$ cat src/sv/tlp_pkg.sv
// Package for the traffic light controller with pedestrian walk light.
// Holds the item types, the phase enum, register indexes and the phase tables.
// No dependencies.
`timescale 1ns / 1ps
`default_nettype none

package tlp_pkg;

  localparam int unsigned DWELL_W   = 16;
  localparam int unsigned CFG_IDX_W = 2;
  localparam int unsigned CFG_DATA_W = DWELL_W;

  localparam logic [DWELL_W-1:0] LONG_DWELL_RESET  = 16'd200;
  localparam logic [DWELL_W-1:0] SHORT_DWELL_RESET = 16'd50;

  localparam logic [CFG_IDX_W-1:0] REG_LONG_DWELL  = 2'd0;
  localparam logic [CFG_IDX_W-1:0] REG_SHORT_DWELL = 2'd1;

  // Lamp patterns: east/west red,yellow,green in bits 5..3, north/south in bits 2..0.
  localparam logic [5:0] ROAD_BOTH_RED = 6'h24;
  localparam logic [5:0] ROAD_GO_EW    = 6'h0C;
  localparam logic [5:0] ROAD_GO_NS    = 6'h21;
  localparam logic [5:0] ROAD_YEL_EW   = 6'h14;
  localparam logic [5:0] ROAD_YEL_NS   = 6'h22;
  localparam logic [5:0] ROAD_OFF      = 6'h00;

  localparam logic [1:0] WALK_GREEN = 2'b10;
  localparam logic [1:0] WALK_RED   = 2'b01;
  localparam logic [1:0] WALK_OFF   = 2'b00;

  typedef enum logic [3:0] {
    PH_WALK    = 4'd0,
    PH_FLASH1  = 4'd1,
    PH_FLASH2  = 4'd2,
    PH_FLASH3  = 4'd3,
    PH_FLASH4  = 4'd4,
    PH_FLASH5  = 4'd5,
    PH_GO_EW   = 4'd6,
    PH_GO_NS   = 4'd7,
    PH_YEL_EW  = 4'd8,
    PH_YEL_NS  = 4'd9
  } phase_e;

  typedef struct packed {
    logic ew_car;
    logic ns_car;
    logic pedestrian;
  } in_item_t;

  typedef struct packed {
    logic [5:0] road_lamps;
    logic [1:0] walk_lamps;
    logic [3:0] phase;
  } out_item_t;

  typedef struct packed {
    logic [DWELL_W-1:0] long_dwell;
    logic [DWELL_W-1:0] short_dwell;
  } dwell_cfg_t;

  function automatic logic [5:0] road_pattern(input phase_e ph);
    logic [5:0] pat;
    unique case (ph)
      PH_WALK, PH_FLASH1, PH_FLASH2,
      PH_FLASH3, PH_FLASH4, PH_FLASH5: pat = ROAD_BOTH_RED;
      PH_GO_EW:  pat = ROAD_GO_EW;
      PH_GO_NS:  pat = ROAD_GO_NS;
      PH_YEL_EW: pat = ROAD_YEL_EW;
      PH_YEL_NS: pat = ROAD_YEL_NS;
      default:   pat = ROAD_OFF;
    endcase
    return pat;
  endfunction

  function automatic logic [1:0] walk_pattern(input phase_e ph);
    logic [1:0] pat;
    unique case (ph)
      PH_WALK:                        pat = WALK_GREEN;
      PH_FLASH1, PH_FLASH3, PH_FLASH5: pat = WALK_OFF;
      PH_FLASH2, PH_FLASH4,
      PH_GO_EW, PH_GO_NS,
      PH_YEL_EW, PH_YEL_NS:           pat = WALK_RED;
      default:                        pat = WALK_OFF;
    endcase
    return pat;
  endfunction

  function automatic logic uses_long(input phase_e ph);
    return (ph == PH_WALK) || (ph == PH_GO_EW) || (ph == PH_GO_NS);
  endfunction

  // sel is pedestrian | ns_car<<1 | ew_car<<2.
  function automatic phase_e next_phase(input phase_e ph, input logic [2:0] sel);
    phase_e nx;
    unique case (ph)
      PH_WALK:   nx = (sel[2:1] == 2'b00) ? PH_WALK : PH_FLASH1;
      PH_FLASH1: nx = PH_FLASH2;
      PH_FLASH2: nx = PH_FLASH3;
      PH_FLASH3: nx = PH_FLASH4;
      PH_FLASH4: nx = PH_FLASH5;
      PH_FLASH5: nx = sel[2] ? PH_GO_EW : (sel[1] ? PH_GO_NS : PH_WALK);
      PH_GO_EW:  nx = (sel == 3'd4) ? PH_GO_EW : PH_YEL_EW;
      PH_GO_NS:  nx = (sel == 3'd2) ? PH_GO_NS : PH_YEL_NS;
      PH_YEL_EW: begin
        unique case (sel)
          3'd0, 3'd1, 3'd5: nx = PH_WALK;
          3'd4:             nx = PH_GO_EW;
          default:          nx = PH_GO_NS;
        endcase
      end
      PH_YEL_NS: begin
        unique case (sel)
          3'd2:       nx = PH_GO_NS;
          3'd4, 3'd6: nx = PH_GO_EW;
          default:    nx = PH_WALK;
        endcase
      end
      default:   nx = PH_WALK;
    endcase
    return nx;
  endfunction

endpackage

`default_nettype wire

$ cat src/sv/traffic_light_pedestrian_fsm.sv
// Moore traffic light controller for a two-road crossing with a pedestrian walk light.
// Each input transfer is one 10 ms tick with the three detector bits; each tick gives one
// result transfer with the lamp patterns and the phase in force during that tick. A tick
// can be accepted in every clock cycle while results are taken; from the input register it
// passes the phase logic into the result register once that register is empty or being
// emptied, and its result is then shown on the outputs until it is taken.
// Dwell registers (index 0 long, index 1 short) take effect at the next phase reload.
// Depends on tlp_pkg, tlp_cfg_regs, tlp_in_stage and tlp_core.
`timescale 1ns / 1ps
`default_nettype none

module traffic_light_pedestrian_fsm (
  input  wire logic                           clk,
  input  wire logic                           rst_n,
  input  wire logic                           in_valid,
  output logic                                in_stall,
  input  wire tlp_pkg::in_item_t              in_item,
  output logic                                out_valid,
  input  wire logic                           out_stall,
  output tlp_pkg::out_item_t                  out_item,
  input  wire logic                           cfg_we,
  input  wire logic [tlp_pkg::CFG_IDX_W-1:0]  cfg_index,
  input  wire logic [tlp_pkg::CFG_DATA_W-1:0] cfg_wdata
);
  import tlp_pkg::*;

  dwell_cfg_t dwell_cfg;
  logic       item_valid;
  in_item_t   item;
  logic       item_take;

  tlp_cfg_regs u_cfg_regs (
    .clk       (clk),
    .rst_n     (rst_n),
    .cfg_we    (cfg_we),
    .cfg_index (cfg_index),
    .cfg_wdata (cfg_wdata),
    .dwell_cfg (dwell_cfg)
  );

  tlp_in_stage u_in_stage (
    .clk        (clk),
    .rst_n      (rst_n),
    .in_valid   (in_valid),
    .in_stall   (in_stall),
    .in_item    (in_item),
    .item_valid (item_valid),
    .item       (item),
    .item_take  (item_take)
  );

  tlp_core u_core (
    .clk        (clk),
    .rst_n      (rst_n),
    .dwell_cfg  (dwell_cfg),
    .item_valid (item_valid),
    .item       (item),
    .item_take  (item_take),
    .out_valid  (out_valid),
    .out_stall  (out_stall),
    .out_item   (out_item)
  );

endmodule

`default_nettype wire

$ cat src/sv/tlp_cfg_regs.sv
// Dwell configuration registers of the traffic light controller.
// Depends on tlp_pkg for the register indexes and reset values.
`timescale 1ns / 1ps
`default_nettype none

module tlp_cfg_regs (
  input  wire logic                          clk,
  input  wire logic                          rst_n,
  input  wire logic                          cfg_we,
  input  wire logic [tlp_pkg::CFG_IDX_W-1:0] cfg_index,
  input  wire logic [tlp_pkg::CFG_DATA_W-1:0] cfg_wdata,
  output tlp_pkg::dwell_cfg_t                dwell_cfg
);
  import tlp_pkg::*;

  logic [DWELL_W-1:0] long_dwell_r, long_dwell_nxt;
  logic [DWELL_W-1:0] short_dwell_r, short_dwell_nxt;

  always_comb begin
    long_dwell_nxt  = long_dwell_r;
    short_dwell_nxt = short_dwell_r;
    if (cfg_we) begin
      // Writes to an index beyond the register list are dropped.
      unique case (cfg_index)
        REG_LONG_DWELL:  long_dwell_nxt  = cfg_wdata[DWELL_W-1:0];
        REG_SHORT_DWELL: short_dwell_nxt = cfg_wdata[DWELL_W-1:0];
        default: ;
      endcase
    end
  end

  always_ff @(posedge clk) begin
    if (!rst_n) begin
      long_dwell_r  <= LONG_DWELL_RESET;
      short_dwell_r <= SHORT_DWELL_RESET;
    end else begin
      long_dwell_r  <= long_dwell_nxt;
      short_dwell_r <= short_dwell_nxt;
    end
  end

  assign dwell_cfg.long_dwell  = long_dwell_r;
  assign dwell_cfg.short_dwell = short_dwell_r;

endmodule

`default_nettype wire

$ cat src/sv/tlp_in_stage.sv
// Input register of the traffic light controller: holds one tick until the core takes it.
// Depends on tlp_pkg for the input item type.
`timescale 1ns / 1ps
`default_nettype none

module tlp_in_stage (
  input  wire logic              clk,
  input  wire logic              rst_n,
  input  wire logic              in_valid,
  output logic                   in_stall,
  input  wire tlp_pkg::in_item_t in_item,
  output logic                   item_valid,
  output tlp_pkg::in_item_t      item,
  input  wire logic              item_take
);
  import tlp_pkg::*;

  logic     in_valid_r, in_valid_nxt;
  in_item_t in_item_r, in_item_nxt;
  logic     load;

  // The register is free when empty or when the core takes its tick this cycle.
  assign in_stall = in_valid_r && !item_take;
  assign load     = in_valid && !in_stall;

  always_comb begin
    in_item_nxt = load ? in_item : in_item_r;
    if (load) begin
      in_valid_nxt = 1'b1;
    end else if (item_take) begin
      in_valid_nxt = 1'b0;
    end else begin
      in_valid_nxt = in_valid_r;
    end
  end

  always_ff @(posedge clk) begin
    if (!rst_n) begin
      in_valid_r <= 1'b0;
    end else begin
      in_valid_r <= in_valid_nxt;
    end
  end

  always_ff @(posedge clk) begin
    in_item_r <= in_item_nxt;
  end

  assign item_valid = in_valid_r;
  assign item       = in_item_r;

endmodule

`default_nettype wire

$ cat src/sv/tlp_core.sv
// Phase state machine, dwell counter and result register of the traffic light controller.
// Depends on tlp_pkg for the phase enum, the phase tables and the item types.
`timescale 1ns / 1ps
`default_nettype none

module tlp_core (
  input  wire logic                clk,
  input  wire logic                rst_n,
  input  wire tlp_pkg::dwell_cfg_t dwell_cfg,
  input  wire logic                item_valid,
  input  wire tlp_pkg::in_item_t   item,
  output logic                     item_take,
  output logic                     out_valid,
  input  wire logic                out_stall,
  output tlp_pkg::out_item_t       out_item
);
  import tlp_pkg::*;

  phase_e             phase_r, phase_nxt;
  logic [DWELL_W-1:0] ticks_left_r, ticks_left_nxt;
  logic               out_valid_r, out_valid_nxt;
  out_item_t          out_item_r, out_item_nxt;
  logic [2:0]         sel;
  phase_e             next_ph;
  logic               dwell_done;

  // A tick moves on whenever the result register is empty or being emptied.
  assign item_take = item_valid && (!out_valid_r || !out_stall);

  assign sel        = {item.ew_car, item.ns_car, item.pedestrian};
  assign next_ph    = next_phase(phase_r, sel);
  assign dwell_done = (ticks_left_r <= {{(DWELL_W-1){1'b0}}, 1'b1});

  always_comb begin
    phase_nxt      = phase_r;
    ticks_left_nxt = ticks_left_r;
    out_item_nxt   = out_item_r;
    out_valid_nxt  = item_take || (out_valid_r && out_stall);
    if (item_take) begin
      // Moore outputs: the lamps shown are those of the phase in force at the tick.
      out_item_nxt.road_lamps = road_pattern(phase_r);
      out_item_nxt.walk_lamps = walk_pattern(phase_r);
      out_item_nxt.phase      = phase_r;
      if (dwell_done) begin
        phase_nxt      = next_ph;
        ticks_left_nxt = uses_long(next_ph) ? dwell_cfg.long_dwell : dwell_cfg.short_dwell;
      end else begin
        ticks_left_nxt = ticks_left_r - {{(DWELL_W-1){1'b0}}, 1'b1};
      end
    end
  end

  always_ff @(posedge clk) begin
    if (!rst_n) begin
      phase_r      <= PH_WALK;
      ticks_left_r <= LONG_DWELL_RESET;
      out_valid_r  <= 1'b0;
    end else begin
      phase_r      <= phase_nxt;
      ticks_left_r <= ticks_left_nxt;
      out_valid_r  <= out_valid_nxt;
    end
  end

  always_ff @(posedge clk) begin
    out_item_r <= out_item_nxt;
  end

  assign out_valid = out_valid_r;
  assign out_item  = out_item_r;

  a_hold_phase: assert property (@(posedge clk) disable iff (!rst_n)
    item_take && !dwell_done |=> phase_r == $past(phase_r))
    else $error("phase changed before its dwell ran out");

  a_result_phase: assert property (@(posedge clk) disable iff (!rst_n)
    item_take |=> out_item_r.phase == $past(phase_r))
    else $error("result does not show the phase in force at its tick");

  a_reload: assert property (@(posedge clk) disable iff (!rst_n)
    item_take && dwell_done |=>
      ticks_left_r == (uses_long(phase_r) ? $past(dwell_cfg.long_dwell)
                                          : $past(dwell_cfg.short_dwell)))
    else $error("dwell not reloaded for the new phase");

  a_idle_state: assert property (@(posedge clk) disable iff (!rst_n)
    !item_take |=> $stable(phase_r) && $stable(ticks_left_r))
    else $error("state moved without a tick");

endmodule

`default_nettype wire

$ cat config.mk
export PLATFORM = sky130hd
export DESIGN_NAME = traffic_light_pedestrian_fsm
export DESIGN_NICKNAME = d
export VERILOG_FILES = /design/src/sv/tlp_pkg.sv /design/src/sv/traffic_light_pedestrian_fsm.sv /design/src/sv/tlp_cfg_regs.sv /design/src/sv/tlp_in_stage.sv /design/src/sv/tlp_core.sv
export SDC_FILE = /design/constraint.sdc
export NUM_CORES = 1
export LEC_CHECK = 0
export BUFFER_PORTS_ARGS = -buffer_cell sky130_fd_sc_hd__buf_2
export CAP_MARGIN = 20
export CORE_ASPECT_RATIO = 1.75
export CORE_MARGIN = 2
export CORE_UTILIZATION = 40
export DETAILED_ROUTE_END_ITERATION = 8
export PLACE_DENSITY = 0.64
export SLEW_MARGIN = 15
export SYNTH_ARGS = -nofsm -noshare
export SYNTH_HDL_FRONTEND = slang
export SYNTH_HIERARCHICAL = 1
export SYNTH_SLANG_ARGS = --single-unit
$ cat constraint.sdc
create_clock -name clk -period 2.31 [get_ports clk]
set_input_delay 0.231 -clock clk [delete_from_list [all_inputs] [get_ports clk]]
set_output_delay 0.231 -clock clk [all_outputs]
set_load 0.005 [all_outputs]
==> results.md <==
* Outcome: finished clean
* CTS tree: done
* Via count of the first global-routing pass at 2930
* Slew Limit Fails at 0
* Clock slew at reported path FFs at 0.05 ns
* GR Overflow Total at 0
* Max-slew headroom at 60.6%
* Critical Path Start Type: register
* Critical Path RT at 2.52 ns
* First-pass DRT Iterations at 6
* Final Net Count at 448
* Worst setup margin at 0.0819 ns
* Fmax at 449 MHz
* Fillers at 837
* Kind of critical path: register to register
* Share of cells above drive strength 1 at 23.1%
* Post-CTS Setup Bufs at 0
* Area Growth Syn to Fin at 20.1%
* Root Driver: clkbuf_16
* Gate Count Post-Synth at 368
* Antenna cells at 0
* Final wirelength at 7.90 mm
* Place WS at 0.106 ns
* First-pass GRT wire length at 13.3 mm
* Yosys warns at 6
* CORE AREA at 8370 sq um
* Crit Reg-Reg Startpoint: u_core/phase_r[1]
* PD cells at 661 nW/um^2
* Initial Util at 41.3%
* CTS Buf Count at 9
* Num rows at 44
* Period minus WS final at 2.23 ns
* Largest net degree at the start of global routing at 66
* Routed len/inst at 14.6 microns
* RSZ-0062 raised after global routing: false
* Final Skew at 0.00558 ns
* ANT nets after route at 0
* Post-synth EDFFs at 15
* Die X at 74.3 microns
* Clk sink count at 69
* Yosys reg bits at 69
* Netlist cell types at 60
* Sequential fraction of the synthesis area at 44.3%
* Post-Syn Area at 3460 sq um
* Post-CTS resize count at 0
* Final setup vio count at 0
* Routed vias at 2890
* Clock buffer depth at 2
* Hold_ws at 0.0737 ns
* Worst-Skew Late Latency at 0.33 ns
* Chip height at 127 microns
* Tightest Hold Check Type: input pin to register
* Die area at 9430 sq um
* Syn_nets at 396
* Tcrit/Tclk final at 96.5%
* Async SR Flop Fraction at 0%
* Fin. Hold Viols at 0
* Post-synth top flop: dfxtp_1
* GRT Util Overall at 18.2%
* Max-cap viol count at 0
* Port Buffers at 39
* DRT iter0 DRCs at 79
* CTS H-tree depth at 3
* Arrival time at the worst endpoint at 2.44 ns
* CTS Hold Bufs at 0
* Worst-path fanout max at 21
* Leakage at 1.59 nW
* Worst Setup End Kind: register
* Worst setup path startpoint: u_core/phase_r[1]
* Dpl hpwl at 5.73 mm
* Final GP Congestion at 0.846
* Max IR drop VDD at 0.606 mV
* Initial antenna violation count at 0
* Drt via density at 5.35
* Final TNS setup at 0 ns
* DRC at 0
* Worst hold start: in_item[1]
* Avg Cell Area, Syn at 9.39 sq um
* Ports at 40
* Worst slew pin tran at 0.588 ns
-- cell usage after synthesis (2+ instances only) --
| cell type | n | share of area [%] |
|---|---|---|
| a211oi_1 | 5 | 1.1 |
| a21boi_0 | 2 | 0.43 |
| a21oi_1 | 20 | 2.9 |
| a221oi_2 | 2 | 0.87 |
| buf_2 | 4 | 0.58 |
| buf_6 | 5 | 1.6 |
| clkbuf_1 | 14 | 1.5 |
| dfxtp_1 | 54 | 31 |
| edfxtp_1 | 15 | 13 |
| ha_1 | 2 | 0.72 |
| inv_1 | 13 | 1.4 |
| mux2i_1 | 37 | 11 |
| nand2_1 | 60 | 6.5 |
| nand2b_1 | 3 | 0.54 |
| nand3_1 | 6 | 0.87 |
| nand3b_1 | 2 | 0.43 |
| nand4_1 | 4 | 0.72 |
| nand4b_1 | 4 | 1.0 |
| nor2_1 | 20 | 2.2 |
| nor2b_1 | 2 | 0.36 |
| nor3_1 | 10 | 1.4 |
| nor4_1 | 6 | 1.1 |
| o211ai_1 | 11 | 2.4 |
| o21a_1 | 8 | 1.7 |
| o21ai_0 | 12 | 1.7 |
| o221a_2 | 2 | 0.65 |
| o221ai_1 | 6 | 1.5 |
| o32ai_1 | 2 | 0.51 |
| or3_1 | 2 | 0.36 |
| or3b_2 | 2 | 0.51 |
| or4bb_1 | 4 | 1.3 |
-- layout make-up --
cell class | instances | area (sq um) | share of cell area [%]
Clock buffer | 12 | 236 | 5.70
Clock inverter | 4 | 16.3 | 0.392
Inverter | 14 | 52.6 | 1.27
Multi-Input combinational cell | 260 | 1750 | 42.1
Sequential cell | 69 | 1530 | 36.9
Tap cell | 115 | 144 | 3.47
Timing Repair Buffer | 66 | 423 | 10.2
-- worst max-delay path, cell delays in order (launching register included) --
cell and delay [ns]:
dfxtp_1 0.31, buf_4 0.17, or3b_1 0.41, a221oi_2 0.26
a32oi_2 0.12, a211oi_4 0.27, buf_12 0.21, mux2i_1 0.25
a21oi_1 0.09
-- sequential cells by signal (all words and copies together), names as in the netlist --
signal and count:
u_cfg_regs/long_dwell_r 16, u_cfg_regs/short_dwell_r 16, u_core/ticks_left_r 16, u_core/out_item 12, u_core/phase_r 4, u_in_stage/item 3, u_core/out_valid 1, u_in_stage/item_valid 1
-- worst paths after layout --
| kind | to | slack, ns | cells past startpoint |
|---|---|---|---|
| setup / recovery | u_core/ticks_left_r[10] | 0.08 | 8 |
| hold / removal | u_in_stage/item[1] | 0.07 | 1 |
| setup reg to reg | u_core/ticks_left_r[10] | 0.08 | 8 |
| hold reg to reg | u_cfg_regs/long_dwell_r[5] | 0.46 | 2 |
-- per-layer routing --
layer / GRT usage [%] / wire (microns) / vias up
met5: 0 / 0 / -
met3: 5.16 / 242 / 19
met2: 33.2 / 4320 / 52
met4: 8.61 / 247 / 0
li1: - / - / 1448
met1: 18.4 / 3090 / 1371
-- power by group --
| part | leakage, nW | internal [mW] | switching (mW) | total [mW] |
|---|---|---|---|---|
| sequential | 0.575 | 1.28 | 0.0272 | 1.30 |
| combinational | 0.887 | 0.112 | 0.148 | 0.261 |
| clock | 0.123 | 0.713 | 0.468 | 1.18 |
-- layout by cell type, fill, tap and decap left out, types with 8 or more instances in the layout --
cell,instances
dfxtp_1,54
o21a_1,8
clkbuf_16,9
edfxtp_1,15
nor2_1,20
a21oi_1,19
buf_4,25
buf_2,39
o211ai_1,11
o21ai_0,12
nand2_1,60
nor3_1,10
inv_1,13
mux2i_1,37
-- logic make-up after synthesis --
group	after synthesis	share of synthesized area [%]
adder cells (fa/ha/maj)	2	0.724
flip-flops	69	44.3
buffers and inverters	39	6.05
AND/OR/NAND/NOR	137	20.8
AO/OA/AOI/OAI	83	17.1
multiplexers	38	11.0
-- stage by stage --
stage                     instance area [sq um]  utilization [%]  power, mW  std cells
after detailed placement                   3870             46.3       1.59        524
after global placement                     3870             46.3       1.58        524
final                                      4150             49.6       2.74        540
after floorplan                            3460                -       1.50        368
after global routing                       4150             49.6       2.87        540
after CTS                                  4130             49.3       2.78        540
Note: power is estimated with default switching activity, not from simulation.
